## src/rtl/icd_pkg.sv

```systemverilog
`default_nettype none

package icd_pkg;

  // sizing
  localparam int CAPACITY   = 64;
  localparam int DATA_WIDTH = 32;
  localparam int PTR_W      = $clog2(CAPACITY);
  localparam int CNT_W      = $clog2(CAPACITY + 1);
  localparam int POS_W      = 7;
  localparam int VAL_W      = 32;
  localparam int FILL_W     = 7;
  localparam int CMP_W      = (CNT_W > POS_W) ? CNT_W : POS_W;

  typedef logic [PTR_W-1:0]      ptr_t;
  typedef logic [CNT_W-1:0]      cnt_t;
  typedef logic [DATA_WIDTH-1:0] data_t;

  typedef enum logic [1:0] {
    OP_GET    = 2'd0,
    OP_SET    = 2'd1,
    OP_INSERT = 2'd2,
    OP_REMOVE = 2'd3
  } op_t;

  typedef enum logic [1:0] {
    STAT_OK    = 2'd0,
    STAT_RANGE = 2'd1,
    STAT_FULL  = 2'd2,
    STAT_EMPTY = 2'd3
  } status_t;

  typedef enum logic [1:0] {
    S_IDLE,
    S_LOOKUP,
    S_MOVE
  } state_t;

  // store access request: one write port, one read port
  typedef struct packed {
    logic  we;
    ptr_t  wr_addr;
    data_t wr_data;
    ptr_t  rd_addr;
  } mem_req_t;

endpackage

`default_nettype wire

```

## src/rtl/icd_store.sv

```systemverilog
`default_nettype none

module icd_store
  import icd_pkg::*;
(
  input  wire logic     clk,
  input  wire mem_req_t req,
  output data_t         rdata
);

  data_t mem [CAPACITY];

  // synchronous write, registered read (old data on same-address overlap)
  always_ff @(posedge clk) begin
    if (req.we) begin
      mem[req.wr_addr] <= req.wr_data;
    end
    rdata <= mem[req.rd_addr];
  end

endmodule

`default_nettype wire

```

## src/rtl/icd_ctrl.sv

```systemverilog
`default_nettype none

module icd_ctrl
  import icd_pkg::*;
(
  input  wire logic                clk,
  input  wire logic                rst,
  input  wire logic                start,
  output logic                     busy,
  input  wire logic [1:0]          operation,
  input  wire logic [POS_W-1:0]    position,
  input  wire logic signed [VAL_W-1:0] new_value,
  output logic                     done,
  output logic signed [VAL_W-1:0]  read_value,
  output logic [FILL_W-1:0]        fill_count,
  output logic [1:0]               status,
  output mem_req_t                 mem_req,
  input  wire data_t               mem_rdata
);

  // circular slot arithmetic
  function automatic ptr_t slot_step(input ptr_t p, input logic up);
    ptr_t r;
    if (up) begin
      r = (p == PTR_W'(CAPACITY - 1)) ? '0 : p + PTR_W'(1);
    end else begin
      r = (p == '0) ? PTR_W'(CAPACITY - 1) : p - PTR_W'(1);
    end
    return r;
  endfunction

  function automatic ptr_t slot_add(input ptr_t a, input ptr_t b);
    logic [PTR_W:0] s;
    s = {1'b0, a} + {1'b0, b};
    if (s >= (PTR_W + 1)'(CAPACITY)) begin
      s = s - (PTR_W + 1)'(CAPACITY);
    end
    return s[PTR_W-1:0];
  endfunction

  function automatic data_t to_store(input logic [VAL_W-1:0] v);
    logic [VAL_W+63:0] ext;
    ext = {{64{v[VAL_W-1]}}, v};
    return ext[DATA_WIDTH-1:0];
  endfunction

  function automatic logic [VAL_W-1:0] to_port(input data_t d);
    logic [DATA_WIDTH+VAL_W-1:0] ext;
    ext = {{VAL_W{1'b0}}, d};
    return ext[VAL_W-1:0];
  endfunction

  state_t state, state_next;
  ptr_t   head;
  cnt_t   count;
  logic   done_next;

  // latched request and move engine
  op_t    op_r;
  data_t  val_r;
  ptr_t   wr_slot;
  ptr_t   rd_slot;
  cnt_t   left;
  logic   pend;
  logic   up_r;
  logic   front_r;

  // request decode in idle
  op_t              op_in;
  logic [CMP_W-1:0] pos_c;
  logic [CMP_W-1:0] cnt_c;
  logic [CMP_W-1:0] moves_c;
  status_t          chk;
  logic             is_ins;
  logic             front;
  logic             up;
  ptr_t             base;
  ptr_t             d0;
  ptr_t             phys;
  logic             finish;
  cnt_t             count_new;
  logic [CMP_W-1:0] count_new_c;

  assign op_in = op_t'(operation);
  assign pos_c = CMP_W'(position);
  assign cnt_c = CMP_W'(count);
  assign is_ins = (op_in == OP_INSERT);
  assign front = (pos_c < (cnt_c >> 1));
  assign up = is_ins ? front : !front;
  assign base = (is_ins && front) ? slot_step(head, 1'b0) : head;

  // range and capacity checks, full before range on insert
  always_comb begin
    if (is_ins) begin
      if (cnt_c == CMP_W'(CAPACITY)) begin
        chk = STAT_FULL;
      end else if (pos_c > cnt_c) begin
        chk = STAT_RANGE;
      end else begin
        chk = STAT_OK;
      end
    end else begin
      if (count == '0) begin
        chk = STAT_EMPTY;
      end else if (pos_c >= cnt_c) begin
        chk = STAT_RANGE;
      end else begin
        chk = STAT_OK;
      end
    end
  end

  // first destination slot and number of moves on the side picked by the half-count compare
  always_comb begin
    if (is_ins) begin
      d0      = front ? '0 : count[PTR_W-1:0];
      moves_c = front ? pos_c : cnt_c - pos_c;
    end else begin
      d0      = pos_c[PTR_W-1:0];
      moves_c = front ? pos_c : cnt_c - pos_c - CMP_W'(1);
    end
  end

  assign phys = slot_add(base, d0);

  // engine drained: all moves written back
  assign finish = (state == S_MOVE) && (left == '0) && !pend;
  assign count_new = (op_r == OP_INSERT) ? count + CNT_W'(1) : count - CNT_W'(1);
  assign count_new_c = CMP_W'(count_new);

  assign busy = (state != S_IDLE);

  // next state and store access
  always_comb begin
    state_next       = state;
    done_next        = 1'b0;
    mem_req.we       = 1'b0;
    mem_req.wr_addr  = wr_slot;
    mem_req.wr_data  = val_r;
    mem_req.rd_addr  = rd_slot;
    unique case (state)
      S_IDLE: begin
        mem_req.rd_addr = phys;
        if (start) begin
          if (chk != STAT_OK) begin
            done_next = 1'b1;
          end else if (is_ins) begin
            state_next = S_MOVE;
          end else begin
            state_next = S_LOOKUP;
          end
        end
      end
      S_LOOKUP: begin
        mem_req.we = (op_r == OP_SET);
        if (op_r == OP_REMOVE) begin
          state_next = S_MOVE;
        end else begin
          done_next  = 1'b1;
          state_next = S_IDLE;
        end
      end
      S_MOVE: begin
        if (pend) begin
          mem_req.we      = 1'b1;
          mem_req.wr_data = mem_rdata;
        end else if (finish) begin
          mem_req.we = (op_r == OP_INSERT);
          done_next  = 1'b1;
          state_next = S_IDLE;
        end
      end
      default: begin
        state_next = S_IDLE;
      end
    endcase
  end

  // state register
  always_ff @(posedge clk) begin
    if (rst) begin
      state <= S_IDLE;
      done  <= 1'b0;
    end else begin
      state <= state_next;
      done  <= done_next;
    end
  end

  // pointers, count and move engine
  always_ff @(posedge clk) begin
    if (rst) begin
      head  <= '0;
      count <= '0;
      pend  <= 1'b0;
    end else begin
      unique case (state)
        S_IDLE: begin
          pend <= 1'b0;
          if (start) begin
            op_r    <= op_in;
            val_r   <= to_store(new_value);
            wr_slot <= phys;
            rd_slot <= slot_step(phys, up);
            left    <= moves_c[CNT_W-1:0];
            up_r    <= up;
            front_r <= front;
            if (chk != STAT_OK) begin
              read_value <= '0;
              fill_count <= cnt_c[FILL_W-1:0];
              status     <= chk;
            end
          end
        end
        S_LOOKUP: begin
          read_value <= to_port(mem_rdata);
          fill_count <= cnt_c[FILL_W-1:0];
          status     <= STAT_OK;
        end
        S_MOVE: begin
          pend <= (left != '0);
          if (left != '0) begin
            rd_slot <= slot_step(rd_slot, up_r);
            left    <= left - CNT_W'(1);
          end
          if (pend) begin
            wr_slot <= slot_step(wr_slot, up_r);
          end
          if (finish) begin
            count      <= count_new;
            fill_count <= count_new_c[FILL_W-1:0];
            status     <= STAT_OK;
            if (op_r == OP_INSERT) begin
              read_value <= '0;
            end
            if (front_r) begin
              head <= slot_step(head, op_r != OP_INSERT);
            end
          end
        end
        default: begin
          pend <= 1'b0;
        end
      endcase
    end
  end

endmodule

`default_nettype wire

```

## src/rtl/indexed_circular_deque_unit.sv

```systemverilog
// channel   | signals                              | handshake
// ----------+--------------------------------------+----------------------------
// request   | operation, position, new_value       | start high while busy low
// result    | read_value, fill_count, status       | done high for one cycle
//
// rejected requests (full, empty, out of range) answer in the cycle after accept
// get and set: accept, then the registered store read
// insert goes straight to the move state; remove reads in lookup, then moves;
// the side picked by comparing position to half the count moves; one element moves a cycle
// rst is synchronous and empties the deque; the store itself is not cleared
// the receiver cannot stall; a result shows while the next request is taken
`default_nettype none

module indexed_circular_deque_unit
  import icd_pkg::*;
(
  input  wire logic                    clk,
  input  wire logic                    rst,
  input  wire logic                    start,
  output logic                         busy,
  input  wire logic [1:0]              operation,
  input  wire logic [POS_W-1:0]        position,
  input  wire logic signed [VAL_W-1:0] new_value,
  output logic                         done,
  output logic signed [VAL_W-1:0]      read_value,
  output logic [FILL_W-1:0]            fill_count,
  output logic [1:0]                   status
);

  mem_req_t mem_req;
  data_t    mem_rdata;

  // sequencer: checks, pointers and move engine
  icd_ctrl u_ctrl (
    .clk        (clk),
    .rst        (rst),
    .start      (start),
    .busy       (busy),
    .operation  (operation),
    .position   (position),
    .new_value  (new_value),
    .done       (done),
    .read_value (read_value),
    .fill_count (fill_count),
    .status     (status),
    .mem_req    (mem_req),
    .mem_rdata  (mem_rdata)
  );

  // element store
  icd_store u_store (
    .clk   (clk),
    .req   (mem_req),
    .rdata (mem_rdata)
  );

endmodule

`default_nettype wire

```

## config.mk

```make
export PLATFORM = sky130hd
export DESIGN_NAME = indexed_circular_deque_unit
export DESIGN_NICKNAME = d
export VERILOG_FILES = /design/src/rtl/icd_pkg.sv /design/src/rtl/icd_store.sv /design/src/rtl/icd_ctrl.sv /design/src/rtl/indexed_circular_deque_unit.sv
export SDC_FILE = /design/constraint.sdc
export NUM_CORES = 2
export LEC_CHECK = 0
export BUFFER_PORTS_ARGS = -buffer_cell sky130_fd_sc_hd__buf_2
export CAP_MARGIN = 20
export CORE_MARGIN = 3
export CORE_UTILIZATION = 25
export CTS_BUF_LIST = sky130_fd_sc_hd__clkbuf_16
export DETAILED_ROUTE_END_ITERATION = 8
export SLEW_MARGIN = 20
export SYNTH_ARGS = -nofsm -noshare
export SYNTH_HDL_FRONTEND = slang
export SYNTH_SLANG_ARGS = --single-unit
export TNS_END_PERCENT = 1
```

## constraint.sdc

```tcl
create_clock -name clk -period 11.35 [get_ports clk]
set_input_delay 1.135 -clock clk [delete_from_list [all_inputs] [get_ports clk]]
set_output_delay 1.135 -clock clk [all_outputs]
set_load 0.05 [all_outputs]
```

[Yosys cells after proc, flatten, opt, wreduce, memory -nomap -nowiden]
Memory sizes are Yosys's and may differ from the RTL's. A register that Yosys moved wholly into a read port is not among the register bits.
Cells that the tools add are included.
Widths: inputs -> output; s select.
Word-level totals
  register bits: 113
  bits in latches: 0
  RAM bits: 2048
  bits in read-only memories: 0
  input bits: 44
  output and inout port bits: 43
  word-level logic and storage cells: 150
  memories kept: 1
Operators by class
  $add $sub $neg: 15
  multiply operators: 0
  div/mod/pow operators: 0
  order comparisons: 4
  eq/ne operators: 20
  shifts and indexed selects: 0
  multiplexer cells: 69
  bitwise logic cells: 1
  reductions and logical operators: 25
Memories
  u_store.mem: words 64, width 32, rd ports 1, clocked after Yosys merged registers in 1, write ports 1, RTL line icd_store.sv:11  | data_t mem [CAPACITY];
Operator list (count)
  $mux 32: 6
  $mux 6: 21
  $pmux 32 s3: 1
  $mux 7: 9
  $sub 6x1->6 const B: 5
  $add 6x1->6 const B: 4
  $eq 6x6->1 const B: 4
  $logic_not 6->1: 4
  $pmux 6 s2: 2
  $mux 2: 11
  $pmux 7 s3: 1
  $sub 7x1->7 const B: 3
  $logic_not 7->1: 2
  $pmux 7 s2: 1
  $mux 1: 12
  $ne 2x2->1 const B: 6
  $pmux 2 s3: 2
  $reduce_and 4->1: 3
  $eq 2x2->1 const B: 4
  $add 6x6->7: 1
  $add 7x1->7 const B: 1
  $eq 7x7->1 const B: 1
  $ge 7x7->1: 1
  $ge 7x7->1 const B: 1
  18 further kinds: 28

[Longest topological paths before layout]
  depth after elaboration: 11
  mapped depth: 25
  mapped depth without buffers: 20

[Hierarchy]
From an unflattened synthesis, not the netlist that was laid out.
Second synthesis, totals
  cell total of the unflattened synthesis: 4011
  area, all modules: 85570.8 um^2
By module, submodules not included
  icd_store: times used 1, cells each 3324, area each 78520.3 um^2
  icd_ctrl: times used 1, cells each 687, area each 7050.5 um^2

[Worst setup path before layout]
OpenSTA, ideal clock, no wires.
  kind: input port to flip-flop
  from: input port position[2]
  to: register u_store.rdata[26] (read register of u_store.mem)
  arrival: 6270 ps
  setup slack: 4961 ps
  stages on the path: 20
  path through: ha_1 -> a21o_1 -> a31oi_1 -> o21ai_0 -> a211oi_1 -> clkbuf_1 -> ha_1 -> clkbuf_1 -> nand3_1 -> o21a_1 -> ha_1 -> inv_1 -> fa_1 -> o21ai_2 -> buf_1 -> mux4_2 -> nand2_1 -> nand2_1 -> a22o_1 -> o31a_1
On the way
  word-level cells in the longest chain between the ends: 7
  elaborated cells between the ends (all ways): 10
  those cells by class: add/sub (2); order compare (2); mux (5); reduce/logical (1)
Ends and longest elaborated chain
  start: declaration: RTL line indexed_circular_deque_unit.sv:22  | input wire logic [POS_W-1:0] position,
  $lt 7x6->1 *: RTL line icd_ctrl.sv:88  | assign front = (pos_c < (cnt_c >> 1));
  via u_ctrl.front: RTL line icd_ctrl.sv:75  | logic front;
  $mux 6 / $logic_and 1x1->1 (equally long branches): RTL line icd_ctrl.sv:116, icd_ctrl.sv:90
  $mux 6, on equally long branches: RTL line icd_ctrl.sv:115, icd_ctrl.sv:90
  $add 6x6->7 *: RTL line icd_ctrl.sv:34  | s = {1'b0, a} + {1'b0, b};
  $sub 6x1->6 / $ge 7x7->1 (equally long branches): RTL line icd_ctrl.sv:36, icd_ctrl.sv:35
  $mux 6 *: RTL line icd_ctrl.sv:35  | if (s >= (PTR_W + 1)'(CAPACITY)) begin
  $mux 6 *: RTL line icd_ctrl.sv:141  | unique case (state)
  end: declaration: RTL line icd_store.sv:8  | output data_t rdata
Mark *: on every way through the listed nets, which the timed path passes. The rest lies on a longest branch.
A chain may end at the register's enable or synchronous reset.

[Worst setup path after layout]
  from: register u_ctrl.count[3] (netlist: u_ctrl.cnt_c[3])
  to: register u_store.rdata[25] (read register of u_store.mem)
On the way
  word-level cells in the longest chain between the ends: 7
  elaborated cells between the ends (all ways): 10
  those cells by class: add/sub (2); order compare (2); mux (5); reduce/logical (1)
Ends and longest elaborated chain
  start: declaration: RTL line icd_ctrl.sv:55  | cnt_t count;
  start signal: assignment: RTL line icd_ctrl.sv:230  | count <= count_new;
  $lt 7x6->1: RTL line icd_ctrl.sv:88
  $mux 6 / $logic_and 1x1->1 (equally long branches): RTL line icd_ctrl.sv:116, icd_ctrl.sv:90
  $mux 6, on equally long branches: RTL line icd_ctrl.sv:115, icd_ctrl.sv:90
  $add 6x6->7 *: RTL line icd_ctrl.sv:34
  $sub 6x1->6 / $ge 7x7->1 (equally long branches): RTL line icd_ctrl.sv:36, icd_ctrl.sv:35
  $mux 6 *: RTL line icd_ctrl.sv:35
  $mux 6 *: RTL line icd_ctrl.sv:141
Every way passes the cells marked *; elsewhere a longest branch is shown, timed or not.

==> impl_metrics.tcl <==
set metrics [dict create \
    status "complete, no violations" \
    row_count 217 \
    synth.largest_area_cell "edfxtp_1" \
    finalNonFillerCells 10841 \
    crit_path_end_kind "flip-flop" \
    post-route-drc-count 0 \
    routabilityCongestion 0.8009 \
    hold_path_class "in2reg" \
    required_ns 12.09 \
    avgViaCountPerCell 4.827 \
    cap_violations 0 \
    cts_max_level 4 \
    numCtsBuffers 216 \
    grt_use_total_pct 13.13 \
    ys_seq_elements 2193 \
    chipHeight_um 598.7 \
    synth-edff-count 2144 \
    antenna_left 0 \
    port_buffers 86 \
    cts_hold_buffers 0 \
    num_vias 52334 \
    setup_viol 0 \
    ioPinCount 87 \
    yosysSeqAreaShare_pct 74.42 \
    grt_max_degree 181 \
    final_nets 6139 \
    cts_root_buffer "clkbuf_16" \
    layout-drive-gt1-share_pct 14.02 \
    clock-sinks 2193 \
    synth.distinct_cells 68 \
    powerDensity_nw_per_um2 174.2 \
    dr.pass1.iters 6 \
    cp_top_family "compound AO/OA/AOI/OAI gates" \
    worst_setup_path_start_kind "flip-flop" \
    p_leak_nw 33.14 \
    post-synth-top-area-fraction_pct 73.31 \
    cts_resized 0 \
    critPathLaunch "u_ctrl.cnt_c[3]" \
    fin_crit_sh_pct 62.17 \
    slowest_stage "buf_4" \
    dp_hpwl_mm 128.1 \
    start_util_pct 25.11 \
    worstMarginPinSlew_ns 1.146 \
    syn2layout_area_growth_pct 15.41 \
    final_util_pct 28.98 \
    timing.rr.start "u_ctrl.cnt_c[3]" \
    synth_warnings 0 \
    dp_cells 10430 \
    synth.most_common_cell "edfxtp_1" \
    critical-path-max-stage-delay_ns 0.69 \
    min_from "new_value[23]" \
    ir_worst_vdd_v 0.0001519 \
    fin_crit_ns 7.057 \
    dieArea_um2 358400 \
    worstSkewPairLatency_ns 0.85 \
    cpMostUsedCell "ha_1" \
    synthTopCellsByArea "edfxtp_1 (73%), nand2_1 (6.6%), mux4_2 (4.9%), nand3_1 (3.9%), a311oi_1 (1.3%)" \
    ys_top_cells_by_count "edfxtp_1 (2144), nand2_1 (1537), nand3_1 (688)" \
    synth.cell_area_um2 87830 \
    clkSlewWorstSetupHoldPaths_ns 0.07 \
    wl_per_cell_um 22.34 \
    cp_max_fo 61 \
    totalWireLength_mm 242.2 \
    async_flop_share_pct 0 \
    criticalPathCategory "reg2reg" \
    path_cells "inv_1 -> ha_1 -> a21o_1 -> a31oi_1 -> o21ai_0 -> a211oi_2 -> ha_1 -> o21a_1 -> ha_1 -> inv_1 -> fa_1 -> xnor2_2 -> a21o_4 -> buf_4 -> buf_4 -> and3_1 -> a311oi_1 -> a311oi_1 -> a311o_1 -> nand3_1 -> o31a_1" \
    grt_pass1_wl_mm 351.1 \
    drtIter0Drc 7157 \
    skew_ns 0.03546 \
    finalHoldViolCount 0 \
    crit_arrival_ns 7.80 \
    cts_buffer_depth 3 \
    relSlewSlack_pct 23.40 \
    grt_pass1_vias 50584 \
    rsz0062_at_grt "false" \
    antenna_found_initial 11 \
    core_area_um2 349700 \
    gr-total-overflow 0 \
    cts_tree "yes" \
    die_x_um 598.7 \
    syn-num-nets 6057 \
    max_freq_mhz 141.7 \
    syn_inst 5968 \
    setup_tns_ns 0 \
    ys.flop_type "edfxtp_1" \
    cp.buffers_inverters 4 \
    synth_area_per_cell_um2 14.72 \
    post-cts-setup-buffer-count 0 \
    drv_slew 0 \
]
-- routing by layer --
layer | part of all wire (%) | global-route usage (%) | vias to the layer above | wire length (µm)
met4 | 3.0 | 4.401 | 0 | 7320
met3 | 8.4 | 2.020 | 319 | 20320
met5 | 0 | 0 | - | 0
li1 | - | - | 22711 | -
met2 | 47 | 21.25 | 2308 | 114200
met1 | 41 | 17.96 | 26996 | 100300
-- worst reg2reg max path, cell delays in order (launching register included) --
cell and delay (ns):
dfxtp_1 0.46, inv_1 0.10, ha_1 0.30, a21o_1 0.18
a31oi_1 0.14, o21ai_0 0.18, a211oi_2 0.32, ha_1 0.42
o21a_1 0.16, ha_1 0.19, inv_1 0.08, fa_1 0.48
xnor2_2 0.53, a21o_4 0.63, buf_4 0.54, buf_4 0.71
and3_1 0.28, a311oi_1 0.05, a311oi_1 0.48, a311o_1 0.21
nand3_1 0.30, o31a_1 0.23
-- stage by stage --
stage / area, µm² / hold slack [ns] / power, W / worst slack [ns]
2_1_floorplan: 87830 / 0.4658 / 0.01014 / 4.961
3_3_place_gp: 94300 / 0.4774 / 0.01079 / 3.617
3_5_place_dp: 94310 / 0.5042 / 0.01081 / 3.655
4_1_cts: 101300 / 0.3960 / 0.01777 / 4.351
5_1_grt: 101400 / 0.4138 / 0.01822 / 3.902
6_report: 101400 / 0.4637 / 0.01766 / 4.293
-- final cells by class --
cell class | count | area, µm²
Clock buffer | 221 | 5530
Inverter | 44 | 165.2
Timing Repair Buffer | 245 | 1740
Multi-Input combinational cell | 3350 | 21320
Sequential cell | 2193 | 65360
Fill cell | 34581 | 248400
Clock inverter | 187 | 1473
Antenna cell | 2 | 5.005
Tap cell | 4599 | 5754
-- registers in the layout, indices dropped and copies added, names as in the netlist, 6 cells and up --
register and flops:
u_ctrl.val_r 32, u_ctrl.fill_count 7, u_store.rdata 32, u_ctrl.cnt_c 7, u_ctrl.read_value 32, u_ctrl.left 7
u_ctrl.rd_slot 6, u_ctrl.head 6, u_ctrl.wr_slot 6, u_store.mem 2048
-- report_power, final --
part | switching, W | internal [W]
clock network | 0.00305 | 0.00397
registers | 0.0000606 | 0.00891
logic | 0.00117 | 0.000497
total | 0.00428 | 0.0134
-- path summary, 6_finish.rpt --
check                                         end  slack [ns]  cells after the start
worst max-delay path            u_store.rdata[25]        4.29                     21
worst min register to register    u_ctrl.state[0]        0.51                      2
worst min-delay path             u_ctrl.val_r[23]        0.46                      1
worst max register to register  u_store.rdata[25]        4.29                     21
-- layout by cell type (no fill, tap or decap), types with 11 or more instances in the layout --
master	synthesis	final
dfxtp_1	49	49
a211oi_1	12	11
inv_1	43	88
buf_4	9	149
a21oi_1	44	43
o22ai_1	37	37
buf_2	145	86
mux4_2	192	192
a22o_1	33	33
ha_1	42	41
o31a_1	31	31
a311oi_1	131	131
nand4_1	35	35
nor2_1	115	48
clkinv_2	0	41
and2_1	36	36
xnor2_1	29	29
clkinv_1	0	58
nor2_4	0	65
clkbuf_16	0	221
nor3_1	12	12
a31oi_1	14	14
nand2_1	1537	1534
a311o_1	63	63
mux2_2	35	33
nand3_1	688	688
mux2i_1	44	42
and3_1	72	72
xor2_1	11	11
o21ai_0	38	38
bufinv_16	0	19
edfxtp_1	2144	2144
-- kinds of logic after synthesis --
kind of cell | Yosys count | share of synthesized area [%]
AND/OR/NAND/NOR | 2532 | 12.38
flip-flops | 2193 | 74.42
AO/OA/AOI/OAI | 458 | 4.093
buffers and inverters | 425 | 2.087
multiplexers | 272 | 5.899
adder cells (fa/ha/maj) | 45 | 0.6667
XOR/XNOR | 43 | 0.4545
Note: power is estimated with default switching activity, not from simulation.
